File: config.mk
export PLATFORM = sky130hd
export DESIGN_NAME = seven_segment_autorange_scanner
export DESIGN_NICKNAME = d
export VERILOG_FILES = /design/src/sv/ssas_pkg.sv /design/src/sv/seven_segment_autorange_scanner.sv /design/src/sv/ssas_scale.sv /design/src/sv/ssas_digits.sv /design/src/sv/ssas_scan.sv
export SDC_FILE = /design/constraint.sdc
export NUM_CORES = 2
export LEC_CHECK = 0
export BUFFER_PORTS_ARGS = -buffer_cell sky130_fd_sc_hd__buf_2
export CORE_MARGIN = 2
export CORE_UTILIZATION = 50
export CTS_CLUSTER_DIAMETER = 200
export DETAILED_ROUTE_END_ITERATION = 12
export HOLD_SLACK_MARGIN = 0.12
export PLACE_DENSITY = 0.68
export SLEW_MARGIN = 25
export SYNTH_ARGS = -nofsm -noshare
export SYNTH_HDL_FRONTEND = slang
export SYNTH_SLANG_ARGS = --single-unit
File: constraint.sdc
create_clock -name clk -period 17.5 [get_ports clk]
set_input_delay 1.75 -clock clk [delete_from_list [all_inputs] [get_ports clk]]
set_output_delay 1.75 -clock clk [all_outputs]
set_load 0.02 [all_outputs]
File: src/sv/ssas_pkg.sv
// Shared types, constants and the segment table for the seven-segment scanner.
// No dependencies; imported by every module of the block.
`timescale 1ns / 1ps

package ssas_pkg;

    localparam int DIGITS = 4;

    localparam logic OP_UPDATE = 1'b0;
    localparam logic OP_TICK   = 1'b1;

    localparam logic [7:0]  SEG_POINT_MASK = 8'h7f;
    localparam logic [13:0] SHOWN_MAX      = 14'd9999;
    localparam logic [15:0] PERIOD_RESET   = 16'd2;

    // value a digit is shown at, and where the point goes (0 = after digit 1)
    typedef struct packed {
        logic        op;
        logic [13:0] shown;
        logic [1:0]  dot_pos;
        logic        point;
    } scaled_t;

    typedef logic [DIGITS-1:0][7:0] seg_bytes_t;

    // active-low, bit 7 is the point (off)
    function automatic logic [7:0] seg_code(input logic [3:0] d);
        logic [7:0] b;
        case (d)
            4'd0:    b = 8'hc0;
            4'd1:    b = 8'hf9;
            4'd2:    b = 8'ha4;
            4'd3:    b = 8'hb0;
            4'd4:    b = 8'h99;
            4'd5:    b = 8'h92;
            4'd6:    b = 8'h82;
            4'd7:    b = 8'hf8;
            4'd8:    b = 8'h80;
            4'd9:    b = 8'h90;
            default: b = 8'hff;
        endcase
        return b;
    endfunction

endpackage

File: src/sv/seven_segment_autorange_scanner.sv
// Four-digit seven-segment autorange scanner.
// A tick item that completes a scan period passes the input register, the scale
// register and the output register before its digit shows on m_tvalid.
// Throughput: one item per cycle; a tick item waits while a digit sits unaccepted.
// Reset (rst_n low, async): digit store cleared, scan at digit 1, counter 0, period 2.
`timescale 1ns / 1ps

module seven_segment_autorange_scanner
    import ssas_pkg::*;
(
    input  logic        clk,
    input  logic        rst_n,
    input  logic        s_tvalid,
    output logic        s_tready,
    input  logic [31:0] s_tdata,   // [23:0] value_milli, [24] show_point, rest zero
    input  logic        s_tuser,   // [0] op
    output logic        m_tvalid,
    input  logic        m_tready,
    output logic [15:0] m_tdata,   // [7:0] segments, [10:8] digit_select, rest zero
    input  logic        cfg_valid,
    output logic        cfg_ready,
    input  logic [15:0] cfg_data
);

    scaled_t    b_item;
    logic       b_valid;
    logic       b_consume;
    seg_bytes_t segs;
    logic [7:0] segments;
    logic [2:0] digit_select;

    assign cfg_ready = 1'b1;

    ssas_scale u_scale (
        .clk       (clk),
        .rst_n     (rst_n),
        .in_valid  (s_tvalid),
        .in_ready  (s_tready),
        .in_op     (s_tuser),
        .in_value  (s_tdata[23:0]),
        .in_point  (s_tdata[24]),
        .b_item    (b_item),
        .b_valid   (b_valid),
        .b_consume (b_consume)
    );

    ssas_digits u_digits (
        .item (b_item),
        .segs (segs)
    );

    ssas_scan u_scan (
        .clk          (clk),
        .rst_n        (rst_n),
        .b_item       (b_item),
        .b_valid      (b_valid),
        .segs         (segs),
        .b_consume    (b_consume),
        .cfg_valid    (cfg_valid),
        .cfg_data     (cfg_data),
        .out_valid    (m_tvalid),
        .out_ready    (m_tready),
        .out_segments (segments),
        .out_select   (digit_select)
    );

    assign m_tdata = {5'd0, digit_select, segments};

endmodule

File: src/sv/ssas_scale.sv
// Input register and autorange scaling: picks thousandths/hundredths/tenths/units.
// Depends on ssas_pkg; divisions by 10, 100, 1000 are reciprocal multiplies.
`timescale 1ns / 1ps

module ssas_scale
    import ssas_pkg::*;
(
    input  logic        clk,
    input  logic        rst_n,
    input  logic        in_valid,
    output logic        in_ready,
    input  logic        in_op,
    input  logic [23:0] in_value,
    input  logic        in_point,
    output scaled_t     b_item,
    output logic        b_valid,
    input  logic        b_consume
);

    logic        a_valid_reg;
    logic        a_op_reg;
    logic [23:0] a_value_reg;
    logic        a_point_reg;
    logic        b_valid_reg;
    scaled_t     b_item_reg;
    scaled_t     b_item_next;

    logic        b_ready_in;
    logic        a_consume;

    logic [33:0] p10;
    logic [40:0] p100;
    logic [47:0] p1000;
    logic [14:0] q1000;

    assign b_ready_in = !b_valid_reg || b_consume;
    assign a_consume  = a_valid_reg && b_ready_in;
    assign in_ready   = !a_valid_reg || a_consume;

    // exact over the ranges each product is used on
    assign p10   = 34'(a_value_reg[16:0]) * 34'(17'd104858);
    assign p100  = 41'(a_value_reg[19:0]) * 41'(21'd1342178);
    assign p1000 = 48'(a_value_reg) * 48'(24'd8589935);
    assign q1000 = p1000[47:33];

    always_comb
    begin
        b_item_next.op    = a_op_reg;
        b_item_next.point = a_point_reg;
        if (a_value_reg < 24'd10000)
        begin
            b_item_next.shown   = a_value_reg[13:0];
            b_item_next.dot_pos = 2'd0;
        end
        else if (a_value_reg < 24'd100000)
        begin
            b_item_next.shown   = p10[33:20];
            b_item_next.dot_pos = 2'd1;
        end
        else if (a_value_reg < 24'd1000000)
        begin
            b_item_next.shown   = p100[40:27];
            b_item_next.dot_pos = 2'd2;
        end
        else
        begin
            b_item_next.shown   = (q1000 > 15'(SHOWN_MAX)) ? SHOWN_MAX : q1000[13:0];
            b_item_next.dot_pos = 2'd3;
        end
    end

    always_ff @(posedge clk or negedge rst_n)
    begin
        if (!rst_n)
        begin
            a_valid_reg <= 1'b0;
            b_valid_reg <= 1'b0;
        end
        else
        begin
            if (in_ready)
                a_valid_reg <= in_valid;
            if (b_ready_in)
                b_valid_reg <= a_valid_reg;
        end
    end

    always_ff @(posedge clk)
    begin
        if (in_valid && in_ready)
        begin
            a_op_reg    <= in_op;
            a_value_reg <= in_value;
            a_point_reg <= in_point;
        end
        if (a_consume)
            b_item_reg <= b_item_next;
    end

    assign b_item  = b_item_reg;
    assign b_valid = b_valid_reg;

endmodule

File: src/sv/ssas_digits.sv
// Splits a four-digit value into decimal digits and maps them to segment bytes.
// Depends on ssas_pkg (seg_code, scaled_t).
`timescale 1ns / 1ps

module ssas_digits
    import ssas_pkg::*;
(
    input  scaled_t    item,
    output seg_bytes_t segs
);

    logic [28:0] pk;
    logic [27:0] ph;
    logic [27:0] pt;
    logic [3:0]  q1000;
    logic [6:0]  q100;
    logic [9:0]  q10;
    logic [3:0]  d [DIGITS];

    // shown < 10000, so these reciprocals are exact
    assign pk    = 29'(item.shown) * 29'(15'd16778);
    assign ph    = 28'(item.shown) * 28'(14'd10486);
    assign pt    = 28'(item.shown) * 28'(14'd13108);
    assign q1000 = pk[27:24];
    assign q100  = ph[26:20];
    assign q10   = pt[26:17];

    always_comb
    begin
        logic [6:0]  t1;
        logic [9:0]  t2;
        logic [13:0] t3;
        t1   = q100 - 7'(q1000) * 7'd10;
        t2   = q10 - 10'(q100) * 10'd10;
        t3   = item.shown - 14'(q10) * 14'd10;
        d[0] = q1000;
        d[1] = t1[3:0];
        d[2] = t2[3:0];
        d[3] = t3[3:0];
    end

    always_comb
    begin
        for (int i = 0; i < DIGITS; i++)
        begin
            segs[i] = seg_code(d[i]);
            if (item.point && (item.dot_pos == 2'(i)))
                segs[i] = segs[i] & SEG_POINT_MASK;
        end
    end

endmodule

File: src/sv/ssas_scan.sv
// Digit store, tick counter, scan position and output register.
// Depends on ssas_pkg; segment bytes arrive from ssas_digits.
`timescale 1ns / 1ps

module ssas_scan
    import ssas_pkg::*;
(
    input  logic        clk,
    input  logic        rst_n,
    input  scaled_t     b_item,
    input  logic        b_valid,
    input  seg_bytes_t  segs,
    output logic        b_consume,
    input  logic        cfg_valid,
    input  logic [15:0] cfg_data,
    output logic        out_valid,
    input  logic        out_ready,
    output logic [7:0]  out_segments,
    output logic [2:0]  out_select
);

    seg_bytes_t  digit_segments_reg;
    logic [15:0] tick_counter_reg;
    logic [15:0] tick_counter_next;
    logic [1:0]  scan_pos_reg;
    logic [15:0] period_reg;
    logic        out_valid_reg;
    logic [7:0]  out_segments_reg;
    logic [2:0]  out_select_reg;

    logic        take_tick;
    logic        emit;

    // updates never wait on the output side
    assign b_consume = b_valid && (b_item.op == OP_UPDATE || !out_valid_reg || out_ready);
    assign take_tick = b_consume && (b_item.op == OP_TICK);
    assign tick_counter_next = tick_counter_reg + 16'd1;
    assign emit = take_tick && (tick_counter_next >= period_reg);

    always_ff @(posedge clk or negedge rst_n)
    begin
        if (!rst_n)
        begin
            digit_segments_reg <= '0;
            tick_counter_reg   <= '0;
            scan_pos_reg       <= '0;
            period_reg         <= PERIOD_RESET;
            out_valid_reg      <= 1'b0;
        end
        else
        begin
            if (cfg_valid)
                period_reg <= cfg_data;
            if (b_consume && b_item.op == OP_UPDATE)
                digit_segments_reg <= segs;
            if (take_tick)
                tick_counter_reg <= emit ? 16'd0 : tick_counter_next;
            if (emit)
            begin
                scan_pos_reg  <= scan_pos_reg + 2'd1;
                out_valid_reg <= 1'b1;
            end
            else if (out_ready)
                out_valid_reg <= 1'b0;
        end
    end

    always_ff @(posedge clk)
    begin
        if (emit)
        begin
            out_segments_reg <= digit_segments_reg[scan_pos_reg];
            out_select_reg   <= 3'(scan_pos_reg) + 3'd1;
        end
    end

    assign out_valid    = out_valid_reg;
    assign out_segments = out_segments_reg;
    assign out_select   = out_select_reg;

endmodule

# [After elaboration in Yosys (flattened, before gate mapping)]
# Memories as Yosys holds them, arrays and structs flattened.
# Cells that the tools add are included.
[op_classes] mux=13 n_mul=9 bitwise_logic=1 n_addsub=6 eq_ne=3 n_lt_le_gt_ge=6 n_reduce_logical=20
[op_table] cell="2-to-1 mux 16 bit" count=4
[op_table] cell="multiplier 24 x 24 -> 48 bit, second input constant" count=1
[op_table] cell="multiplier 20 x 20 -> 40 bit, second input constant" count=1
[op_table] cell="2-to-1 mux 8 bit" count=5
[op_table] cell="multiplier 17 x 16 -> 33 bit, second input constant" count=1
[op_table] cell="multiplier 14 x 14 -> 27 bit, second input constant" count=1
[op_table] cell="multiplier 14 x 13 -> 26 bit, second input constant" count=1
[op_table] cell="multiplier 14 x 12 -> 25 bit, second input constant" count=1
[op_table] cell="< comparator 24 x 14 -> 1 bit, second input constant" count=1
[op_table] cell="< comparator 24 x 17 -> 1 bit, second input constant" count=1
[op_table] cell="< comparator 24 x 20 -> 1 bit, second input constant" count=1
[op_table] cell="adder 16 x 1 -> 16 bit, second input constant" count=1
[op_table] cell="binary-select mux 8 bit (select 2 bit)" count=1
[op_table] cell="greater-or-equal comparator 16 bit" count=1
[op_table] cell="greater-than comparator 15 x 14 -> 1 bit, second input constant" count=1
[op_table] cell="2-to-1 mux 14 bit" count=1
[op_table] cell="subtractor 4 bit" count=3
[op_table] cell="logical AND 1 bit" count=10
[op_table] cell="multiplier 10 x 3 -> 3 bit, second input constant" count=1
[op_table] cell="multiplier 7 x 3 -> 3 bit, second input constant" count=1
[op_table] cell="equality test 2 bit, second input constant" count=2
[op_table] cell="logical OR 1 bit" count=4
[op_table] cell="multiplier 4 x 3 -> 3 bit, second input constant" count=1
[op_table] cell="adder 2 x 1 -> 3 bit, second input constant" count=1
[op_table] cell="other kinds (9)" count=12
[word_totals] output_inout_bits=19 mem_count=4 inputBits=54 regBits=124 wordCells=82 romBits=448
[mem_list] memory="(name not given)" depth=16 word_bits=7 rd=1 rd_clocked_by_memory_dff=0 wr=0 line_no="ssas_pkg.sv:29" text="case (d)"
[mem_list] memory="(name not given)" depth=16 word_bits=7 rd=1 rd_clocked_by_memory_dff=0 wr=0 line_no="ssas_pkg.sv:29"
[mem_list] memory="(name not given)" depth=16 word_bits=7 rd=1 rd_clocked_by_memory_dff=0 wr=0 line_no="ssas_pkg.sv:29"
[mem_list] memory="(name not given)" depth=16 word_bits=7 rd=1 rd_clocked_by_memory_dff=0 wr=0 line_no="ssas_pkg.sv:29"

# [Depth between registers and ports, before layout]
[logic_depth] ltp_word=8 ltp_mapped=30 ltp_nobuf=30

# [Modules after synthesis]
# From an unflattened synthesis, not the netlist that was laid out.
[unflattened] cells_unflattened=3489 area_unflattened_um2=34373.0
[by_module_without_submodules] module="ssas_scale" area_per_inst_um2=22225.1 n_inst=1 cells_per_inst=2254
[by_module_without_submodules] module="ssas_digits" area_per_inst_um2=8328.0 n_inst=1 cells_per_inst=912
[by_module_without_submodules] module="ssas_scan" area_per_inst_um2=3767.4 n_inst=1 cells_per_inst=315
[by_module_without_submodules] module="seven_segment_autorange_scanner" area_per_inst_um2=52.6 n_inst=1 cells_per_inst=8

# [Worst setup path before layout]
# OpenSTA, ideal clock, no wires.
[synth_path] path_type="register to register" start="register u_scale.a_value_reg[19]" end="register u_scale.b_item_reg (netlist bit u_scale.b_item[4]) (data pin)" synth_period_minus_slack_ns=7.033 arrival_ns=6.779 slack_ns=10.467 path_stages_with_launch=24 n_path_buf=0 required_ns=17.246 cell_sequence="edfxtp_1 > fa_1 > inv_1 > fa_1 > inv_1 > ha_1 > fa_1 > fa_1 > fa_1 > inv_1 > fa_1 > inv_1 > ha_1 > a21oi_1 > o21ai_0 > a31oi_1 > o21ai_0 > a311o_1 > or2_1 > a21oi_2 > mux2_1 > a211oi_1 > a311oi_2 > o21a_1"
[synth_lines] element="start, declared" line_no="ssas_scale.sv:22" text="logic [23:0] a_value_reg;"
[synth_lines] element="start signal, assigned" line_no="ssas_scale.sv:93" text="a_value_reg <= in_value;"
[synth_lines] element="end signal, assigned" line_no="ssas_scale.sv:97" text="b_item_reg <= b_item_next;"
[synth_lines] element="end, declared" line_no="ssas_scale.sv:25" text="scaled_t b_item_reg;"

==> reports/results.txt <==
Status: finished, final reports clean
Share of cells above drive strength 1: 4.855%
Synth Area in Compound Gates: 8.150%
Final core occ: 53.72%
Critical path class: reg -> reg
WL per Instance: 18.86 um
Setup crit start kind: flip-flop
GRT Util Overall: 24.77%
Vias in the first global route: 24140
Worst-Skew Late Latency: 460 ps
Fillers: 5907
Clk root buf: clkbuf_16
Yosys warns: 0
Critical Path RT: 17680 ps
Max-slew headroom at the worst pin: 33.76%
Num Clock Sinks: 124
Die Y-Extent: 262.4 um
Maximum clock path buffer count: 2
PortBufs: 59
GPL Wtd Cong: 0.9502
Initial DRC Count: 1494
Clock transition at path regs: 90 ps
Synth Area in XOR/XNOR: 2.606%
Yosys top cell area share: 31.01%
Ys flop type: dfrtp_1
Post-CTS setup buffers: 0
Tcrit/Tclk final: 48.82%
Final Net Count: 4811
Max Transition Viols Final: 0
IO Pins: 73
FFs w/ async S/R, synth: 55.65%
Final Skew: 34.57 ps
Cell variety after synth: 90
Post-Syn Area per Cell: 9.977 um^2
Die area: 68830 um^2
H-Tree Depth: 4
Most numerous cell in the Yosys netlist: inv_1
Yosys reg bits: 124
Fin. Hold Viols: 0
Post-route setup TNS: 0 ps
Critical path endpoint: u_scale.b_item[8]
Number of flip-flops in the largest register: 32
Largest net degree at the start of global routing: 70
Final wirelength: 81200 um
DIE WIDTH: 262.4 um
CTS tree: done
RSZ-0062 raised after global routing: no
F_max: 0.1171 GHz
CTS resizes: 0
Post-Syn Instances: 3345
First-pass DRT Iterations: 5
First-pass GRT wire length: 132300 um
Max-cap viol count: 0
FF-to-FF Start: u_scale.a_value_reg[22]
Number of flops mapped to enable cells by yosys: 55
R2r setup slk: 8960 ps
Synth top cells by count: inv_1, ha_1, fa_1
Hold_buf cts: 0
Critical Path AT: 8730 ps
Final setup vio count: 0
DR vias: 22940
Remaining global-route overflow: 0
TritonCTS buffer count: 17
RR Endpoint: u_scale.b_item[8]
Worst Tran Pin Value: 993.6 ps
Seq/Total Area, Yosys: 10.13%
Post-route minimum period: 8543 ps
Row count: 94
R2R depth: 26
Combinational family with the most area after synthesis: adder cells
Mux cell area share after synthesis: 0.8585%
Remaining DRCs: 0
Antenna violations before repair: 1
Hold Path Class: reg -> reg
Simple-Gate Fraction of Synth Area: 5.335%
Adder-cell share of the synthesized area: 61.49%
Synthesis-to-finish area growth: 6.204%
Syn Std Cell Area: 33370 um^2
CP endpoint kind: flip-flop
Post-DP HPWL: 68130 um
Worst Setup SP: u_scale.a_value_reg[22]
Starting Density: 50.58%
Largest area contributor in the netlist: fa_1
Max FO, Critical Path: 10
Core area: 65980 um^2
Placed insts: 4272
Synth top area cells: fa_1, ha_1, inv_1
Final non-filler cell total: 4306
Vias per inst: 5.327
Final ANT Viol Nets: 0
## worst min path at each step
stage / depth (start not counted) / to / startpoint
global route: 0 / u_scale.b_item[0] / u_scale.a_point_reg
CTS: 0 / u_scale.b_item[0] / u_scale.a_point_reg
global placement: 0 / u_scale.b_item[0] / u_scale.a_point_reg
floorplan: 0 / u_scale.b_item[0] / u_scale.a_point_reg
detailed placement: 0 / u_scale.b_item[0] / u_scale.a_point_reg
finish: 0 / u_scale.b_item[0] / u_scale.a_point_reg
## cells by family after synthesis
kind of cell             count (synthesis)
adder cells (fa/ha/maj)               1330
XOR/XNOR                                95
other                                    2
AND/OR/NAND/NOR                        363
multiplexers                            18
flip-flops                             124
buffers and inverters                 1008
AO/OA/AOI/OAI                          405
## routing by layer
layer  global-route usage [%]  up-vias  part of all wire [%]
met2                    40.54      628                    46
li1                         -    10900                     -
met3                    3.832      112                   6.7
met5                        0        -                     0
met1                    34.47    11310                    44
met4                    6.306        0                   2.5
## worst max-delay path, stage by stage (launching register included)
cell and delay (ps):
edfxtp_1 780, inv_1 140, ha_1 410, inv_1 130, fa_1 560, inv_1 40
ha_1 270, inv_1 50, fa_1 500, inv_1 50, fa_1 480, fa_1 570
inv_1 70, fa_1 570, inv_1 50, ha_1 460, and3_2 360, and2_2 220
nand3_1 120, o2111ai_1 570, nor2_1 210, o31ai_2 340, a21o_1 210, xnor2_1 90
nand4b_1 270, a311oi_2 550, o22ai_1 180
## final cells by class
type	count	area [um^2]	share of cell area (%)
multi-input cells	2217	26210	73.95
inverters	977	3667	10.35
flip-flops and latches	124	3379	9.534
well taps	864	1081	3.050
repair buffers	90	528.0	1.490
clock buffers	17	425.4	1.200
clock inverters	15	148.9	0.4201
diodes	2	5.005	0.01412
## placed cells by master (no fill, tap or decap), types with 36 or more instances in the layout
cell type and count:
o21ai_0 95, a21o_1 41, a21oi_1 97, edfxtp_1 55
fa_1 517, nand2_1 108, buf_2 59, nor2_1 69
inv_1 977, dfrtp_1 68, ha_1 813, xor2_1 36
xnor2_1 54, nand3_1 43
## per-stage QoR
step           hold slack, ps  instance area [um^2]  worst slack [ps]
3_5_place_dp            405.6                 34860              8695
6_report                404.3                 35450              8957
3_3_place_gp            408.3                 34860              8746
2_1_floorplan           400.3                 33390             10470
4_1_cts                 404.6                 35430              8689
5_1_grt                 422.0                 35440              8664
Power is left out: the tool's default activity adds up to more than one toggle a clock period on the data nets, which glitch-free logic cannot reach.
